--- config.mk ---
export PLATFORM = sky130hd
export DESIGN_NAME = clipped_and_weighted_window_filter_flat
export DESIGN_NICKNAME = d
export VERILOG_FILES = /design/src/sv/cwf_pkg.sv /design/src/sv/cwf_stream_if.sv /design/src/sv/clipped_and_weighted_window_filter.sv /design/src/sv/cwf_cfg_regs.sv /design/src/sv/cwf_cell.sv /design/src/sv/cwf_out_stage.sv /design/src/flat_wrapper.sv
export SDC_FILE = /design/constraint.sdc
export NUM_CORES = 2
export LEC_CHECK = 0
export ABC_AREA = 1
export ABC_CLOCK_PERIOD_IN_PS = 7900
export BUFFER_PORTS_ARGS = -buffer_cell sky130_fd_sc_hd__buf_2
export CAP_MARGIN = 20
export CORE_UTILIZATION = 47
export DETAILED_ROUTE_END_ITERATION = 6
export GPL_TIMING_DRIVEN = 0
export PLACE_DENSITY = 0.69
export SETUP_SLACK_MARGIN = 0.05
export SYNTH_ARGS = -nofsm -noshare
export SYNTH_HDL_FRONTEND = slang
export SYNTH_HIERARCHICAL = 1
export SYNTH_SLANG_ARGS = --single-unit
--- constraint.sdc ---
create_clock -name clk -period 7.9 [get_ports clk]
set_input_delay 1.185 -clock clk [delete_from_list [all_inputs] [get_ports clk]]
set_output_delay 1.185 -clock clk [all_outputs]
set_load 0.01 [all_outputs]
--- src/sv/cwf_pkg.sv ---
`timescale 1ns / 1ps
package cwf_pkg;

  localparam int TAPS      = 4;
  localparam int TAPS_LOG2 = $clog2(TAPS);
  localparam int SMP_W     = 16;
  localparam int PROD_W    = 2 * SMP_W;
  localparam int ACC_W     = PROD_W + TAPS_LOG2;
  localparam int FRAC_W    = 14;
  localparam int ADDR_W    = 5;
  localparam int DATA_W    = 32;

  typedef logic signed [SMP_W-1:0]  smp_t;
  typedef logic signed [PROD_W-1:0] prod_t;
  typedef logic signed [ACC_W-1:0]  acc_t;

  typedef enum logic [2:0] {
    REG_MODE      = 3'd0,
    REG_THRESHOLD = 3'd1,
    REG_W_OLDEST  = 3'd2,
    REG_W_SECOND  = 3'd3,
    REG_W_THIRD   = 3'd4,
    REG_W_NEWEST  = 3'd5
  } reg_idx_t;

  localparam logic              MODE_RESET   = 1'b0;
  localparam logic [SMP_W-1:0]  THRESH_RESET = 16'hffff;
  localparam smp_t              WEIGHT_RESET = 16'sd4096;

  typedef struct packed {
    logic              weighted;
    logic [SMP_W-1:0]  threshold;
    smp_t              w_oldest;
    smp_t              w_second;
    smp_t              w_third;
    smp_t              w_newest;
  } cfg_t;

  typedef struct packed {
    logic shift;
    logic prime;
    logic advance;
    logic weighted;
  } cell_ctrl_t;

  function automatic smp_t weight_for(cfg_t cfg, int idx);
    smp_t w;
    if (idx == TAPS - 1) begin
      w = cfg.w_newest;
    end else if (idx == 0) begin
      w = cfg.w_oldest;
    end else if (idx == 1) begin
      w = cfg.w_second;
    end else begin
      w = cfg.w_third;
    end
    return w;
  endfunction

endpackage

--- src/sv/cwf_stream_if.sv ---
`timescale 1ns / 1ps
interface cwf_in_if;
  logic               valid;
  logic               ready;
  cwf_pkg::smp_t      sample_in;

  modport source (output valid, output sample_in, input ready);
  modport sink   (input valid, input sample_in, output ready);
endinterface

interface cwf_out_if;
  logic               valid;
  logic               ready;
  cwf_pkg::smp_t      filtered_out;
  logic               was_clipped;

  modport source (output valid, output filtered_out, output was_clipped, input ready);
  modport sink   (input valid, input filtered_out, input was_clipped, output ready);
endinterface

--- src/sv/clipped_and_weighted_window_filter.sv ---
`timescale 1ns / 1ps
// Clipped moving average / weighted window filter.
// Input channel in_chan: one signed 16-bit sample per request (valid/ready).
// Output channel out_chan: filtered_out and was_clipped, one request per sample.
// Configuration: APB write/read of mode, clip threshold and four Q2.14 weights;
// write only while no sample is in flight.
// Flow: an accepted sample passes the window, product and output registers to out_chan.
// Throughput: one sample per cycle while out_chan takes its requests; the window
// shift register, the per-cell multiplier stage and the summing/saturation output
// register advance together.
// Stall: while out_chan holds a request that is not taken, the whole pipeline
// holds and in_chan.ready drops; nothing is lost or repeated.
// Reset: rst_n clears the valid flags, the primed flag and the registers to
// mode 0, threshold 65535 and weights 4096; the first sample afterwards fills
// every cell of the window.
module clipped_and_weighted_window_filter (
  input  logic                          clk,
  input  logic                          rst_n,
  cwf_in_if.sink                        in_chan,
  cwf_out_if.source                     out_chan,
  input  logic                          psel,
  input  logic                          penable,
  input  logic                          pwrite,
  input  logic [cwf_pkg::ADDR_W-1:0]    paddr,
  input  logic [cwf_pkg::DATA_W-1:0]    pwdata,
  output logic [cwf_pkg::DATA_W-1:0]    prdata,
  output logic                          pready
);
  import cwf_pkg::*;

  cfg_t               cfg;
  cell_ctrl_t         ctrl;
  smp_t [TAPS-1:0]    win;
  prod_t [TAPS-1:0]   prods;
  logic               advance;
  logic               accept;
  logic               primed_r;
  logic               v1_r;
  logic               v2_r;
  logic               clip1_r;
  logic               clip2_r;
  smp_t               ref_smp;
  smp_t               accepted;
  logic signed [SMP_W:0] diff;
  logic [SMP_W:0]     mag;
  logic               clip;

  cwf_cfg_regs u_cfg (
    .clk     (clk),
    .rst_n   (rst_n),
    .psel    (psel),
    .penable (penable),
    .pwrite  (pwrite),
    .paddr   (paddr),
    .pwdata  (pwdata),
    .prdata  (prdata),
    .pready  (pready),
    .cfg     (cfg)
  );

  assign in_chan.ready = advance;
  assign accept        = in_chan.valid && advance;

  assign ref_smp  = primed_r ? win[TAPS-1] : in_chan.sample_in;
  assign diff     = (SMP_W+1)'(in_chan.sample_in) - (SMP_W+1)'(ref_smp);
  assign mag      = diff[SMP_W] ? (SMP_W+1)'(-diff) : (SMP_W+1)'(diff);
  assign clip     = !cfg.weighted && (mag > {1'b0, cfg.threshold});
  assign accepted = clip ? ref_smp : in_chan.sample_in;

  assign ctrl.shift    = accept;
  assign ctrl.prime    = !primed_r;
  assign ctrl.advance  = advance;
  assign ctrl.weighted = cfg.weighted;

  for (genvar i = 0; i < TAPS; i++) begin : g_cell
    cwf_cell u_cell (
      .clk      (clk),
      .ctrl     (ctrl),
      .fill_smp (in_chan.sample_in),
      .nbr_smp  ((i == TAPS - 1) ? accepted : win[(i + 1) % TAPS]),
      .weight   (weight_for(cfg, i)),
      .smp_r    (win[i]),
      .prod_r   (prods[i])
    );
  end

  always_ff @(posedge clk) begin
    if (!rst_n) begin
      primed_r <= 1'b0;
      v1_r     <= 1'b0;
      v2_r     <= 1'b0;
      clip1_r  <= 1'b0;
      clip2_r  <= 1'b0;
    end else begin
      if (accept) begin
        primed_r <= 1'b1;
      end
      if (advance) begin
        v1_r    <= accept;
        v2_r    <= v1_r;
        clip1_r <= clip && accept;
        clip2_r <= clip1_r;
      end
    end
  end

  cwf_out_stage u_out (
    .clk          (clk),
    .rst_n        (rst_n),
    .weighted     (cfg.weighted),
    .prod_valid   (v2_r),
    .prod_clipped (clip2_r),
    .prods        (prods),
    .advance      (advance),
    .out_chan     (out_chan)
  );

  a_primed_after_accept: assert property (@(posedge clk) disable iff (!rst_n)
    (rst_n && accept) |=> primed_r)
    else $error("primed flag not set after an accepted sample");

  a_first_fills_window: assert property (@(posedge clk) disable iff (!rst_n)
    (rst_n && accept && !primed_r) |=> (win[0] == win[TAPS-1]))
    else $error("first sample did not fill the window");

  a_clip_needs_item: assert property (@(posedge clk) disable iff (!rst_n)
    clip1_r |-> v1_r)
    else $error("clip flag without an item in the window stage");

  a_out_from_stage2: assert property (@(posedge clk) disable iff (!rst_n)
    $rose(out_chan.valid) |-> $past(v2_r))
    else $error("output request without a product stage item");

endmodule

--- src/sv/cwf_cfg_regs.sv ---
`timescale 1ns / 1ps
module cwf_cfg_regs (
  input  logic                          clk,
  input  logic                          rst_n,
  input  logic                          psel,
  input  logic                          penable,
  input  logic                          pwrite,
  input  logic [cwf_pkg::ADDR_W-1:0]    paddr,
  input  logic [cwf_pkg::DATA_W-1:0]    pwdata,
  output logic [cwf_pkg::DATA_W-1:0]    prdata,
  output logic                          pready,
  output cwf_pkg::cfg_t                 cfg
);
  import cwf_pkg::*;

  cfg_t     cfg_r;
  cfg_t     cfg_nxt;
  reg_idx_t idx;
  logic     wr_en;

  assign idx    = reg_idx_t'(paddr[ADDR_W-1:2]);
  assign wr_en  = psel && penable && pwrite;
  assign pready = 1'b1;
  assign cfg    = cfg_r;

  always_comb begin
    cfg_nxt = cfg_r;
    if (wr_en) begin
      case (idx)
        REG_MODE:      cfg_nxt.weighted  = pwdata[0];
        REG_THRESHOLD: cfg_nxt.threshold = pwdata[SMP_W-1:0];
        REG_W_OLDEST:  cfg_nxt.w_oldest  = smp_t'(pwdata[SMP_W-1:0]);
        REG_W_SECOND:  cfg_nxt.w_second  = smp_t'(pwdata[SMP_W-1:0]);
        REG_W_THIRD:   cfg_nxt.w_third   = smp_t'(pwdata[SMP_W-1:0]);
        REG_W_NEWEST:  cfg_nxt.w_newest  = smp_t'(pwdata[SMP_W-1:0]);
        default:       cfg_nxt = cfg_r;
      endcase
    end
  end

  always_ff @(posedge clk) begin
    if (!rst_n) begin
      cfg_r.weighted  <= MODE_RESET;
      cfg_r.threshold <= THRESH_RESET;
      cfg_r.w_oldest  <= WEIGHT_RESET;
      cfg_r.w_second  <= WEIGHT_RESET;
      cfg_r.w_third   <= WEIGHT_RESET;
      cfg_r.w_newest  <= WEIGHT_RESET;
    end else begin
      cfg_r <= cfg_nxt;
    end
  end

  always_comb begin
    case (idx)
      REG_MODE:      prdata = {{(DATA_W-1){1'b0}}, cfg_r.weighted};
      REG_THRESHOLD: prdata = {{(DATA_W-SMP_W){1'b0}}, cfg_r.threshold};
      REG_W_OLDEST:  prdata = {{(DATA_W-SMP_W){cfg_r.w_oldest[SMP_W-1]}}, cfg_r.w_oldest};
      REG_W_SECOND:  prdata = {{(DATA_W-SMP_W){cfg_r.w_second[SMP_W-1]}}, cfg_r.w_second};
      REG_W_THIRD:   prdata = {{(DATA_W-SMP_W){cfg_r.w_third[SMP_W-1]}}, cfg_r.w_third};
      REG_W_NEWEST:  prdata = {{(DATA_W-SMP_W){cfg_r.w_newest[SMP_W-1]}}, cfg_r.w_newest};
      default:       prdata = '0;
    endcase
  end

endmodule

--- src/sv/cwf_cell.sv ---
`timescale 1ns / 1ps
module cwf_cell (
  input  logic                 clk,
  input  cwf_pkg::cell_ctrl_t  ctrl,
  input  cwf_pkg::smp_t        fill_smp,
  input  cwf_pkg::smp_t        nbr_smp,
  input  cwf_pkg::smp_t        weight,
  output cwf_pkg::smp_t        smp_r,
  output cwf_pkg::prod_t       prod_r
);
  import cwf_pkg::*;

  smp_t  smp_nxt;
  prod_t prod_nxt;
  prod_t mult;

  assign mult     = PROD_W'(smp_r) * PROD_W'(weight);
  assign smp_nxt  = ctrl.prime ? fill_smp : nbr_smp;
  assign prod_nxt = ctrl.weighted ? mult : PROD_W'(smp_r);

  always_ff @(posedge clk) begin
    if (ctrl.shift) begin
      smp_r <= smp_nxt;
    end
    if (ctrl.advance) begin
      prod_r <= prod_nxt;
    end
  end

endmodule

--- src/sv/cwf_out_stage.sv ---
`timescale 1ns / 1ps
module cwf_out_stage (
  input  logic                               clk,
  input  logic                               rst_n,
  input  logic                               weighted,
  input  logic                               prod_valid,
  input  logic                               prod_clipped,
  input  cwf_pkg::prod_t [cwf_pkg::TAPS-1:0] prods,
  output logic                               advance,
  cwf_out_if.source                          out_chan
);
  import cwf_pkg::*;

  localparam acc_t SAT_HI = acc_t'(32767);
  localparam acc_t SAT_LO = acc_t'(-32768);

  acc_t sum;
  acc_t scaled;
  smp_t sat;
  logic valid_r;
  smp_t filtered_r;
  logic clipped_r;

  always_comb begin
    sum = '0;
    for (int i = 0; i < TAPS; i++) begin
      sum = sum + ACC_W'(prods[i]);
    end
  end

  assign scaled = weighted ? (sum >>> FRAC_W) : (sum >>> TAPS_LOG2);

  always_comb begin
    if (scaled > SAT_HI) begin
      sat = smp_t'(SAT_HI);
    end else if (scaled < SAT_LO) begin
      sat = smp_t'(SAT_LO);
    end else begin
      sat = scaled[SMP_W-1:0];
    end
  end

  assign advance = !valid_r || out_chan.ready;

  always_ff @(posedge clk) begin
    if (!rst_n) begin
      valid_r <= 1'b0;
    end else if (advance) begin
      valid_r <= prod_valid;
    end
  end

  always_ff @(posedge clk) begin
    if (advance) begin
      filtered_r <= sat;
      clipped_r  <= prod_clipped;
    end
  end

  assign out_chan.valid        = valid_r;
  assign out_chan.filtered_out = filtered_r;
  assign out_chan.was_clipped  = clipped_r;

endmodule
--- src/flat_wrapper.sv ---
// flat-port wrapper written by rule: the top's interface ports become plain ports
module clipped_and_weighted_window_filter_flat import cwf_pkg::*;
  (clk, rst_n, psel, penable, pwrite, paddr, pwdata, prdata, pready, in_chan_valid, in_chan_sample_in, in_chan_ready, out_chan_valid, out_chan_filtered_out, out_chan_was_clipped, out_chan_ready);
  cwf_in_if in_chan_i ();
  cwf_out_if out_chan_i ();
  input  logic clk;
  input  logic rst_n;
  input  logic psel;
  input  logic penable;
  input  logic pwrite;
  input  logic [cwf_pkg::ADDR_W-1:0] paddr;
  input  logic [cwf_pkg::DATA_W-1:0] pwdata;
  output logic [cwf_pkg::DATA_W-1:0] prdata;
  output logic pready;
  input wire logic [$bits(in_chan_i.valid)-1:0] in_chan_valid;
  input wire logic [$bits(in_chan_i.sample_in)-1:0] in_chan_sample_in;
  output wire logic [$bits(in_chan_i.ready)-1:0] in_chan_ready;
  output wire logic [$bits(out_chan_i.valid)-1:0] out_chan_valid;
  output wire logic [$bits(out_chan_i.filtered_out)-1:0] out_chan_filtered_out;
  output wire logic [$bits(out_chan_i.was_clipped)-1:0] out_chan_was_clipped;
  input wire logic [$bits(out_chan_i.ready)-1:0] out_chan_ready;
  assign in_chan_i.valid = in_chan_valid;
  assign in_chan_i.sample_in = in_chan_sample_in;
  assign in_chan_ready = in_chan_i.ready;
  assign out_chan_valid = out_chan_i.valid;
  assign out_chan_filtered_out = out_chan_i.filtered_out;
  assign out_chan_was_clipped = out_chan_i.was_clipped;
  assign out_chan_i.ready = out_chan_ready;
  clipped_and_weighted_window_filter u_core (.clk(clk), .rst_n(rst_n), .in_chan(in_chan_i), .out_chan(out_chan_i), .psel(psel), .penable(penable), .pwrite(pwrite), .paddr(paddr), .pwdata(pwdata), .prdata(prdata), .pready(pready));
endmodule
# == Yosys cells after proc, flatten, opt, wreduce, memory -nomap -nowiden ==
# Index checks and enable logic that the tools add are counted.
# totals
regBits,296
out_inout_bits,52
# classes
n_reduce_logical,15
n_eq_ne,5
mux,13
n_lt_le_gt_ge,3
n_addsub,5
multipliers,4
# op_table
cell,count
one-hot mux 32 bit (6 select lines),1
multiplier 16 x 16 -> 32 bit,4
two-way mux 32 bit,4
two-way mux 16 bit,6
adder 33 x 32 -> 34 bit,1
adder 34 x 32 -> 34 bit,1
adder 32 x 32 -> 33 bit,1
> comparator 32 x 16 -> 1 bit (second input constant),1
less-than comparator 32 x 16 -> 1 bit (second input constant),1
two-way mux 31 bit,1
> comparator 17 x 16 -> 1 bit,1
two-way mux 17 bit,1
negation 17 bit,1
subtractor 16 x 16 -> 17 bit,1
AND reduction 2 bit,6
equality test 3 x 2 -> 1 bit (second input constant),2
equality test 3 bit (second input constant),2
logical AND 1 bit,5
equality test 3 x 1 -> 1 bit (second input constant),1
logical NOT 3 bit,1
logical NOT 1 bit,2
logical OR 1 bit,1

# == Longest topological paths before layout ==
# depth
ltp_word,8
depth_mapped,32

# == Hierarchy ==
# The synthesis kept the hierarchy.
# modules_own_cells
module,instances,area_per_inst_um2,cells_each
cwf_cell at u_core.g_cell[1].u_cell ...,2,12746.0,1610
cwf_cell at u_core.g_cell[0].u_cell,1,12816.0,1626
cwf_cell at u_core.g_cell[3].u_cell,1,12747.2,1617
cwf_out_stage,1,5529.1,903
cwf_cfg_regs,1,4120.2,634
clipped_and_weighted_window_filter,1,2323.5,384

# == Worst setup path before layout ==
# Ideal clock, no wire load.
# synth_timing
path_kind,input to register
from,input port out_chan_ready
to,"register u_core.g_cell[0].u_cell.smp_r[0], enable pin"
path_stages,4
path_buffers,0
setup_time_ns,0.419
t_arrival_ns,6.225
required_ns,7.481
path_slack_ns,1.257
cell_sequence,inv_1 nand2_1 nand2_1 inv_1
# synth_between
elab_chain_cells,2
# synth_rtl
element,line_no,text
start: declaration,flat_wrapper.sv:21,input wire logic [$bits(out_chan_i.ready)-1:0] out_chan_ready;
logical OR 1 bit,cwf_out_stage.sv:43,assign advance = !valid_r || out_chan.ready;
net in_chan_ready,flat_wrapper.sv:17,output wire logic [$bits(in_chan_i.ready)-1:0] in_chan_ready;
logical AND 1 bit,clipped_and_weighted_window_filter.sv:62,assign accept = in_chan.valid && advance;
net u_core.accept,clipped_and_weighted_window_filter.sv:36,logic accept;
end signal: assignment,cwf_cell.sv:23,smp_r <= smp_nxt;
end: declaration,cwf_cell.sv:8,"output cwf_pkg::smp_t smp_r,"
# The timed path passes the listed nets, and every way through them passes these cells.
# A chain may end at the register's enable or synchronous reset.

# == Final worst setup path ==
# layout_timing
from,register u_core.g_cell[3].u_cell.smp_r[15]
to,register u_core.g_cell[3].u_cell.prod_r[31] (data pin)
# layout_between
elab_chain_cells,2
# layout_rtl
element,line_no,text
start: declaration,cwf_cell.sv:8,
start signal: assignment,cwf_cell.sv:23,
multiplier 16 x 16 -> 32 bit,cwf_cell.sv:17,assign mult = PROD_W'(smp_r) * PROD_W'(weight);
two-way mux 32 bit (*),cwf_cell.sv:19,assign prod_nxt = ctrl.weighted ? mult : PROD_W'(smp_r);
net u_core.g_cell[3].u_cell.prod_nxt[31],cwf_cell.sv:14,prod_t prod_nxt;
end signal: assignment,cwf_cell.sv:26,prod_r <= prod_nxt;
end: declaration,cwf_cell.sv:9,output cwf_pkg::prod_t prod_r
# Mark *: on every way through the listed nets, which the timed path passes. The rest lies on a longest branch.

==> impl_metrics.toml <==
[cts]
cts_max_path_buffers = 3
cts_repair_resize_count = 0
cts-root-buf = "clkbuf_16"
cts_tree = "built"
cts_setup_buffers = 0
worst_setup_hold_path_clk_slew_ns = 0.07
cts_hold_repair.buffers = 0
ctsHtreeMaxLevel = 2
cts_made_buffers = 35
tritoncts_num_sinks = 296
clock_latency_ns = 0.60

[route]
dr.first_iter.drc_count = 4423
wl_um = 200000
wl_per_cell_um = 19.4
drc = 0
route.detailed.vias_per_inst = 5.10
ant_nets = 0
vias = 52600
first_pass_iters = 6

[logic_synthesis]
area_of_the_mapped_netlist_sq_um = 63000
synth_simple_gate_area_share_pct = 22.2
share_of_synthesized_registers_carrying_an_async_set_or_reset_pct = 0
postSynthRegisterBits = 296
synth_sequential_area_ratio_pct = 12.7
synth-edff-count = 209
syn_nets = 9950
synth.mux.area_fraction_pct = 1.38
synth_warnings = 6
syn_avg_cell_area_sq_um = 7.52
synth_cells = 8384
compound_cell_area_share_of_the_yosys_netlist_pct = 2.96
yosys.cell_types.count = 54
synth_top_family_by_area = "adder cells"
post_synth_fa_ha_maj_area_fraction_pct = 43.2
synth_top_flop_cell = "edfxtp_1"
synth_xor_area_share_pct = 1.21

[finish]
fillerInstances = 13200
ff_latch_area_sq_um = 8020
layout_common_cells = "2,354 x nand2_1, 2,327 x inv_1, 1,113 x fa_1"
area_of_combinational_cells_with_multiple_inputs_sq_um = 44700
nNetsFinal = 10100
layout.cells.most_common = "nand2_1"
final_layout_size_suffix_gt1_share_pct = 5.14
fin_util_pct = 50.3
final_area_sq_um = 67000
area_growth_from_synthesis_to_final_layout_pct = 6.28

[floorplan]
placementRows = 134
dieArea_sq_um = 136000
io-pin-count = 112
chip_height_um = 368
placeableCoreArea_sq_um = 133000
chipWidth_um = 368
floorplan.initialDensity_pct = 47.3

[global_route]
number_of_global_route_vias_before_repair = 54100
grt.total_usage_pct = 29.9
antenna_found_initial = 6
pin_count_of_the_biggest_net_entering_global_routing = 73
grt_pass1_wl_um = 309000
gr-total-overflow = 0

[power_and_ir_drop]
power.static_leakage_nw = 39.2
pwr_density_cell_nw_per_um2 = 130
worst_ir_drop_vdd_v = 0.000140

[critical_path]
max_stage_delay_ns = 0.98
crit_required_ns = 8.25
worstPathMaxFanout = 10
critical_path.slowest_cell = "fa_1"
critical_path.top_delay_family = "adder cells"
worstPathCellList = "clkbuf_1 > clkbuf_1 > nand2_1 > inv_1 > fa_1 > fa_1 > fa_1 > fa_1 > fa_1 > inv_1 > fa_1 > inv_1 > ha_1 > nand2_2 > inv_2 > nand2_1 > nor3_1 > and2_1 > nand2_1 > nand2_1 > nand2_1 > nand3_1 > nand2_1"
crit_path_end_kind = "flip-flop"
cp.buffers_inverters = 6
setup.worst_path.start_class = "flip-flop"
crit_type = "reg2reg"
crit_arrival_ns = 7.91

[placement]
post-dp-hpwl_um = 169000
gp_routability_congestion = 1.01
placed_cell_area_sq_um = 65800
pre_cts_ws_ns = 0.251
io_buffer_count = 90

[sta]
time_the_final_worst_path_needs_with_i_o_delays_and_setup_ns = 7.56
setup_repair_after_global_routing_missed_its_margin = "no"
final_critical_path_setup_slack_ns = 0.337
fin_worst_skew_ns = 0.0313
max_slew.worst_pin.slew_ns = 1.05
report.final.setup_viol = 0
report.final.hold_viol_count = 0
period_share_pct = 95.7
slew_viol_final = 0
maxClockFrequency_mhz = 132
timing.slew.headroom_pct = 30.2

[job]
maxcap_viol_count = 0

[outcome]
outcome = "finished clean"

[worst_hold_path]
hold_path.class = "reg2reg"
-- worst reg2reg max path, cell delays in order (launching register included) --
cell and delay, ns:
edfxtp_1 0.56, clkbuf_1 0.59, clkbuf_1 0.55, nand2_1 0.19, inv_1 0.12, fa_1 0.57, fa_1 0.98, fa_1 0.55
fa_1 0.52, fa_1 0.52, inv_1 0.06, fa_1 0.48, inv_1 0.04, ha_1 0.44, nand2_2 0.14, inv_2 0.08
nand2_1 0.09, nor3_1 0.28, and2_1 0.18, nand2_1 0.06, nand2_1 0.08, nand2_1 0.05, nand3_1 0.13, nand2_1 0.08
-- cell usage after synthesis (all sizes together) (20+ instances only) --
library cell  count  area share [%]
buf              68            0.70
mux2             64             1.1
edfxtp          209              10
o21ai           130             1.0
nand3           335             2.8
clkbuf          279             1.7
nor2            495             3.2
nand4            92            0.91
nand2          2385              14
a21oi           151             1.3
inv            2346              14
o21bai           25            0.30
fa             1114              35
dfxtp            87             2.8
xnor2            67            0.94
nand3b           20            0.24
ha              392             7.8
nor3             36            0.37
-- cell type report --
class,instances,share of cell area [%]
Inverter,2352,13.2
Multi-Input combinational cell,5389,66.7
Tap cell,1768,3.30
Timing Repair Buffer,93,0.785
Clock buffer,40,1.34
Sequential cell,296,12.0
Buffer,347,2.23
Clock inverter,23,0.461
Antenna cell,2,0.00747
-- metrics by stage --
step           hold WS, ns  TNS, ns  std cells  power, mW
2_1_floorplan        0.403        0       8384       5.42
3_3_place_gp         0.421   -73.43      10200       6.90
3_5_place_dp         0.420        0      10200       6.95
4_1_cts              0.434        0      10300       8.70
5_1_grt              0.451        0      10300       9.41
6_report             0.437        0      10300       8.72
-- path summary, 6_finish.rpt --
check                                          from                            endpoint  slack, ns  cells after the start
setup / recovery  u_core/g_cell[3].u_cell/smp_r[15]  u_core/g_cell[3].u_cell/prod_r[31]       0.34                     23
hold reg to reg                      u_core/clip2_r   u_core/u_out/out_chan.was_clipped       0.44                      0
setup reg to reg  u_core/g_cell[3].u_cell/smp_r[15]  u_core/g_cell[3].u_cell/prod_r[31]       0.34                     23
hold / removal                       u_core/clip2_r   u_core/u_out/out_chan.was_clipped       0.44                      0
-- cells by family after synthesis --
| kind of cell | count (synthesis) |
|---|---|
| AOI/OAI and AO/OA | 331 |
| other | 1 |
| and+or+nand+nor | 3386 |
| muxes | 79 |
| adders and majority gates | 1506 |
| buffers and inverters | 2699 |
| DFF | 296 |
| xor gates and xnor gates | 86 |
-- registers in the layout, summed over array words and instances, names as in the netlist --
signal / count
u_core/u_out/out_chan.was_clipped: 1
u_core/primed_r: 1
u_core/u_out/out_chan.filtered_out: 16
u_core/v2_r: 1
u_core/g_cell.u_cell/smp_r: 64
u_core/u_out/out_chan.valid: 1
u_core/u_cfg/cfg: 81
u_core/clip1_r: 1
u_core/v1_r: 1
u_core/clip2_r: 1
u_core/g_cell.u_cell/prod_r: 128
-- layer usage --
layer	vias to the layer above	global-route usage (%)	wire length, um
li1	24500	-	-
met4	4	11.9	8950
met1	25600	39.6	83200
met5	-	0	30
met2	2108	48.6	91000
met3	413	5.14	16500
-- power by group --
group	leakage, nW	switching (mW)	total (mW)	internal (mW)
combinational	35.8	3.36	5.03	1.67
sequential	2.85	0.100	1.97	1.87
clock	0.591	0.755	1.73	0.975
Power figures use the tool's default switching activity.
